--- src/hw/rtl/pit_decide.sv ---
// Back two stages: Cramer numerators and determinant, then the inside test.
// Takes the six wide products; registers inside_res and degenerate.
// No package dependencies.
module pit_decide #(
  parameter int PROD_WIDTH = 104
) (
  input  logic                         clk,
  input  logic [1:0]                   en,
  input  logic signed [PROD_WIDTH-1:0] ac,
  input  logic signed [PROD_WIDTH-1:0] bb,
  input  logic signed [PROD_WIDTH-1:0] r0c,
  input  logic signed [PROD_WIDTH-1:0] br1,
  input  logic signed [PROD_WIDTH-1:0] ar1,
  input  logic signed [PROD_WIDTH-1:0] br0,
  output logic                         inside_res,
  output logic                         degenerate
);

  localparam int XW = PROD_WIDTH + 3;

  logic signed [XW-1:0] det, n0, n1;
  logic signed [XW-1:0] slack;

  always_ff @(posedge clk) begin
    if (en[0]) begin
      det <= XW'(ac)  - XW'(bb);
      n0  <= XW'(r0c) - XW'(br1);
      n1  <= XW'(ar1) - XW'(br0);
    end
  end

  // Room left under the determinant; negative means past the far edge.
  assign slack = det - n0 - n1;

  always_ff @(posedge clk) begin
    if (en[1]) begin
      degenerate <= (det == '0);
      inside_res <= (det != '0) && !n0[XW-1] && !n1[XW-1] && !slack[XW-1];
    end
  end

endmodule
--- config.mk ---
export PLATFORM = sky130hd
export DESIGN_NAME = pit_decide
export DESIGN_NICKNAME = d
export VERILOG_FILES = /design/src/hw/rtl/pit_decide.sv
export SDC_FILE = /design/constraint.sdc
export NUM_CORES = 1
export LEC_CHECK = 0
export BUFFER_PORTS_ARGS = -buffer_cell sky130_fd_sc_hd__buf_2
export CORE_MARGIN = 3
export CORE_UTILIZATION = 56
export DETAILED_ROUTE_END_ITERATION = 8
export PLACE_DENSITY = 0.8
export SYNTH_ARGS = -nofsm -noshare
export SYNTH_HDL_FRONTEND = slang
export SYNTH_SLANG_ARGS = --single-unit
--- constraint.sdc ---
create_clock -name clk -period 6.8 [get_ports clk]
set_clock_uncertainty 0.15 [all_clocks]
set_input_delay 1.36 -clock clk [delete_from_list [all_inputs] [get_ports clk]]
set_output_delay 1.36 -clock clk [all_outputs]
set_load 0.005 [all_outputs]
==> results of run 1 <==
-- registers in the layout, summed over array words and instances (netlist names) --
register    cells
n0            105
n1            105
inside_res      1
det           105
degenerate      1
-- layer usage --
metal  track usage  wire length, um  vias up
li1              -                -    16000
met1         0.531            54000    15900
met2         0.515            50900     1919
met3        0.0781            14300      214
met4         0.115             4320        6
met5             0               32        -
-- synthesized netlist by cell type, types with 13 or more instances --
library cell  count
inv_1           652
a21oi_1         472
ha_1            419
edfxtp_1        317
nand2_1         295
o21ai_0         228
nor2_1          226
a21o_1          208
xnor2_1         173
nand4_1         156
clkbuf_1        138
xor2_1          122
fa_1            106
o21bai_1         99
nor3_1           65
nand3_1          54
nor4_1           50
o21a_1           39
a31oi_1          36
nor2b_1          26
nand2b_1         21
o31ai_1          19
a211oi_1         18
o211ai_1         18
a21boi_0         16
and2_1           16
and3_1           14
o31a_1           14
or3_1            13
-- area by class of cell --
cell class,count,area share
multi-input cells,3095,0.567
flip-flops and latches,317,0.235
repair buffers,630,0.0786
inverters,652,0.0604
well taps,837,0.0259
clock buffers,43,0.0245
clock inverters,23,0.00825
diodes,12,0.000742
-- through the flow --
stage	util	setup slack [ns]	power, mW	cells
floorplan	-	2.09	5.44	4215
global placement	0.630	1.36	6.68	5531
detailed placement	0.630	1.31	6.77	5531
CTS	0.651	1.86	9.01	5597
global route	0.651	1.58	9.65	5604
finish	0.651	1.73	9.10	5609
-- worst max-delay path: cells and delay by family --
| family | cells | cell delay, ns |
|---|---|---|
| xor gates and xnor gates | 1 | 0.15 |
| and+or+nand+nor | 4 | 1.12 |
| AOI/OAI and AO/OA | 6 | 1.95 |
| adders and majority gates | 1 | 0.43 |
| buffers and inverters | 2 | 0.19 |
-- power by group --
part	switching (mW)	leakage [nW]	internal, mW	total (mW)
clock network	0.838	0.636	1.35	2.19
registers	0.298	3.10	2.61	2.91
logic	2.37	15.8	1.62	3.99
total	3.51	19.5	5.59	9.10
-- layout by cell type, fill, tap and decap left out, types with 50 or more instances in the layout --
cell and count:
inv_1 652, buf_2 627, a21oi_1 472, ha_1 419, edfxtp_1 317, nand2_1 295, o21ai_0 228, nor2_1 226
a21o_1 208, xnor2_1 173, nand4_1 156, xor2_1 122, fa_1 106, o21bai_1 99, nor3_1 65, nand3_1 54
nor4_1 50
-- path summary, 6_finish.rpt --
path | startpoint | end | slack (ns) | cells past startpoint
setup / recovery | ac[33] | det[99] | 1.73 | 14
setup reg to reg | det[23] | inside_res | 2.87 | 14
hold reg to reg | n0[105] | inside_res | 0.44 | 1
hold / removal | n0[105] | inside_res | 0.44 | 1
-- kinds of logic (layout without fill, tap and decap cells) --
family / count (synthesis) / count (layout)
mux: 2 / 2
flops: 317 / 317
simple gates: 976 / 976
compound gates: 1297 / 1297
other cells: 0 / 12
buf+inv: 803 / 1348
fa+ha+maj: 525 / 525
xor+xnor: 295 / 295
==> results by group, run 1 <==
Outcome
  • Status: finished clean

GRT
  • Largest net degree at the start of global routing: 142
  • Initial antenna violation count: 18
  • Gr usage total: 0.357
  • First-pass GRT wire length: 184000 um
  • GRT overflow: 0
  • Number of global-route vias before repair: 31900

Timing
  • FMAX: 197 MHz
  • RSZ-0062 raised after global routing: false
  • Max-slew violation count: 0
  • Slew @ Worst Pin: 1.01 ns
  • Slew HR: 0.328
  • Final setup vio count: 0
  • Fin crit share: 0.746
  • Fin Setup TNS: 0 ns
  • Final min period: 5.07 ns
  • Hold_ws: between 0.4 and 0.5 ns
  • Final hold violations: 0

Power and ir drop
  • Power Density: between 200 and 250 nW/um^2
  • Maximum vdd drop: 0.174 mV
  • Lkg Pwr: 19.5 nW

Finish
  • # nets final: ~5900
  • Design Area, Final: just over 40000 sq um
  • # fillers: 5433
  • Multi-input logic area: 22900 sq um
  • Layout area overhead: 14.1%
  • Share of layout cells above drive strength 1: 0.155
  • FF/Latch Area: between 9000 and 10000 sq um

Clock network
  • # resized after CTS: 0
  • Post-CTS Hold Buffers: 0
  • Root Driver: clkbuf_16
  • Clk Latency, worst-skew pair: 0.55 ns
  • CTS tree: yes
  • Post CTS Setup Buffer Count: 0
  • Clk buf depth: 3
  • Clock transition at the registers of the reported paths: 0.06 ns
  • CTS sink cnt: around 320
  • # H-tree levels: 2
  • Total CTS buffers: 37

Setup path
  • Max incr delay on CP: 0.60 ns
  • Worst EP arrival: 5.21 ns
  • Required time of the critical path: 6.94 ns
  • CP endpoint kind: register
  • CP max FO: 7
  • Element type at the critical path start: input port
  • Crit path kind: input port to register
  • Worst path slowest cell: nor4_1
  • Worst path cell trace: buf_2 -> ha_1 -> nand4_1 -> nor4_1 -> inv_1 -> a311o_1 -> nand3_1 -> nand2_1 -> o22ai_1 -> a41o_1 -> a41oi_2 -> o41ai_2 -> a31oi_1 -> xnor2_1

Drt
  • Avg Vias per Cell: 6.07
  • DRT antenna net count: 0
  • Drt pass-1 iters: 6
  • Final WL: 123000 um
  • Via count: 34000
  • DRT iter0 DRCs: 3950
  • Drt drc: 0
  • DR WL/cell: around 22 um

Synth
  • #FFs+latches synth: 317
  • Main synth FF type: edfxtp_1
  • EDFF count, synth: about 320
  • Post-Synth Adder-Cell Area: 0.208
  • Largest family of logic cells by synthesized area: compound AO/OA/AOI/OAI gates
  • Syn avg cell area: 8.42 sq um
  • Cells after synthesis: 4215
  • Fraction of synthesized area in multiplexers: 0.000564
  • Synthesized net count: 5367
  • Largest area contributor in the netlist: edfxtp_1
  • Ys Warns: 0
  • Post-synthesis compound-gate area fraction: 0.233
  • Xor and xnor area share after synthesis: 0.0728
  • Unique masters post-synth: 91
  • Area contributors post-synth: edfxtp_1 (27%), ha_1 (15%), inv_1 (6.9%)
  • Synth top area share: 0.268
  • Seq/Total Area, Yosys: 0.268
  • Simple-Gate Fraction of Synth Area: 0.133
  • Asr flop ratio synth: 0
  • Post-synthesis cell area: 35500 sq um

Floorplan
  • Number of I/O pins: 629
  • Effective utilization at floorplan: 0.571
  • Die Wd: 258 um
  • Cell Rows: 91
  • CORE AREA: 62200 sq um
  • Chip Height: 258 um
  • Die area: 66400 sq um

Run
  • Maxcap violations: 0

Worst hold path
  • Hold WC Path Type: register to register

Placement
  • Post-place instance area: 39100 sq um
  • Placer's final routability congestion estimate: roughly 1.1
  • # port buffers: 628
  • Detail Placement HPWL: 104000 um
(Power assumes the default switching activity.)
==> inputs of run 2 (changes only) <==
CORE_UTILIZATION = 53   (was 56)
PLACE_DENSITY = 0.79   (was 0.8)
clock period = 4.1 ns   (was 6.8 ns; I/O delays follow)
==> run 2 against run 1 <==
Net effect:
- design area grew 11%
- global-route usage increased by 1.1 points
- utilization is 2.9 points higher
- sequential cell count unchanged
- routed wire length up 7.9%
- power grew 76%
- die area up 5.5%
- sequential power increased by 66%
- largest power group unchanged
- critical path depth up 4
- sequential share of layout area is 2.3 points lower
- combinational power rose by 90%
- final cell count grew 11%
==> results by group, run 2 (synthesis results as in run 1) <==
Drt
  • Drt pass-1 iters: 6
  • DRT iter0 DRCs: 4191
  • Via count: 36300
  • DRT antenna net count: 0
  • Drt drc: 0
  • Avg Vias per Cell: roughly 6
  • DR WL/cell: 21.5 um
  • Final WL: 133000 um

Finish
  • Share of layout cells above drive strength 1: 0.250
  • # fillers: 5437
  • Commonest non-fill, non-tap cell in the layout: inv_1
  • Layout area overhead: 26.7%
  • Final Util: 0.680
  • Most frequent cells in the layout: inv_1 (650), buf_2 (627), buf_4 (577)
  • Biggest regs: det x105, n0 x105, n1 x105
  • Design Area, Final: 45000 sq um
  • # nets final: 6465

Setup path
  • Max incr delay on CP: 0.38 ns
  • CP max FO: 4
  • Worst path slowest cell: ha_1
  • Crit path kind: input port to register
  • CP endpoint kind: register
  • Worst EP arrival: 4.18 ns
  • Element type at the critical path start: input port
  • RR Startpoint: det[23]
  • Setup crit start: br0[10]
  • Worst path cell trace: buf_2 -> inv_1 -> ha_1 -> nand2_1 -> nor3_1 -> o31ai_1 -> buf_4 -> a21oi_1 -> o211ai_1 -> a21o_1 -> buf_12 -> o211ai_1 -> buf_4 -> a31oi_1 -> o31a_1 -> nor2_1 -> o21a_1 -> nor2_1
  • Required time of the critical path: 4.27 ns

Clock network
  • Clock transition at the registers of the reported paths: 0.06 ns
  • CTS sink cnt: between 300 and 400
  • Post-CTS Hold Buffers: 0
  • Root Driver: clkbuf_16
  • CTS tree: yes
  • Total CTS buffers: 38
  • Clk Latency, worst-skew pair: 0.60 ns
  • # H-tree levels: 2
  • Clk buf depth: 3

GRT
  • Grt met3 use: 0.0597
  • First-pass GRT wire length: 200000 um
  • GRT overflow: 0
  • Largest net degree at the start of global routing: 78
  • Gr usage total: 0.368
  • Met1 Use GR: 0.539
  • Initial antenna violation count: 4
  • Gr busiest metal: met2
  • Met2 Track Usage GR: 0.562
  • Number of global-route vias before repair: 35300

Placement
  • Detail Placement HPWL: 114000 um
  • Post-place instance area: about 44000 sq um
  • # port buffers: 628
  • Placer's final routability congestion estimate: approximately 1.0

Timing
  • Fin Setup TNS: 0 ns
  • Max-slew violation count: 0
  • Slew HR: 0.372
  • Final hold violations: 0
  • Final setup vio count: 0
  • Fin crit share: 0.977
  • Hold_ws: about 0.31 ns
  • Final min period: roughly 4 ns
  • FMAX: 250 MHz
  • Slew @ Worst Pin: 0.933 ns

Floorplan
  • CORE AREA: 66100 sq um
  • Effective utilization at floorplan: 0.537
  • Die Wd: 265 um
  • Chip Height: 265 um
  • Die area: roughly 70000 sq um
  • Number of I/O pins: 629
  • Cell Rows: 94

Worst hold path
  • Hold_sp: en[1]
  • Hold WC Path Type: input port to register

Run
  • Maxcap violations: 0

Power and ir drop
  • Power Density: between 300 and 400 nW/um^2
  • Overall power: about 16 mW
  • Maximum vdd drop: 0.315 mV
  • Lkg Pwr: 22.3 nW

Outcome
  • Status: finished clean
-- run 2: cell count changes in the layout (fill, tap and decap cells not counted), moves of 3 or more --
cell / before / now
bufinv_16: 8 / 5
clkinv_2: 4 / 0
a211oi_2: 1 / 4
inv_6: 2 / 5
buf_12: 1 / 4
diode_2: 12 / 4
o21ai_0: 228 / 225
buf_4: 1 / 577
a211oi_1: 18 / 15
clkinv_1: 4 / 7
-- run 2: repair_timing --
action                     CTS  global route
buffers inserted             0             3
gates resized for setup      0            18
setup endpoints to repair    0            33
-- run 2: routing by layer --
metal / share of wire / wire [um]
met4: 0.033 / 4390
met5: 0 / 0
met1: 0.44 / 58400
met2: 0.43 / 57200
met3: 0.099 / 13100
-- run 2: power by group --
group	internal [mW]	switching, mW	total [mW]
sequential	4.34	0.482	4.82
combinational	3.37	4.22	7.59
clock	2.06	1.55	3.61
-- run 2: metrics by stage --
step                      std cells  setup WS (ns)
after floorplan                4215        0.00825
after global placement         6134         -0.501
after detailed placement       6134         -0.569
after CTS                      6203         0.0148
after global routing           6210        -0.0105
final                          6210         0.0937
-- run 2: worst paths after layout --
| path | cells past startpoint | endpoint | slack, ns |
|---|---|---|---|
| setup / recovery | 18 | n1[99] | 0.09 |
| hold / removal | 1 | inside_res | 0.31 |
| setup reg to reg | 14 | inside_res | 0.16 |
| hold reg to reg | 1 | inside_res | 0.48 |
-- run 2: cell type report --
| type | count | area (sq um) | share of cell area |
|---|---|---|---|
| multi-input cells | 3095 | 23000 | 0.512 |
| diodes | 4 | 10.0 | 0.000223 |
| clock inverters | 29 | 360 | 0.00801 |
| inverters | 652 | 2450 | 0.0544 |
| flip-flops and latches | 317 | 9520 | 0.212 |
| well taps | 864 | 1080 | 0.0240 |
| clock buffers | 40 | 958 | 0.0213 |
| repair buffers | 1209 | 7560 | 0.168 |
-- run 2: worst max-delay path, delay by kind of cell --
| kind | cells | cell delay [ns] |
|---|---|---|
| AO/OA/AOI/OAI | 8 | 1.83 |
| AND/OR/NAND/NOR | 4 | 0.57 |
| adder cells (fa/ha/maj) | 1 | 0.38 |
| buffers and inverters | 5 | 0.59 |
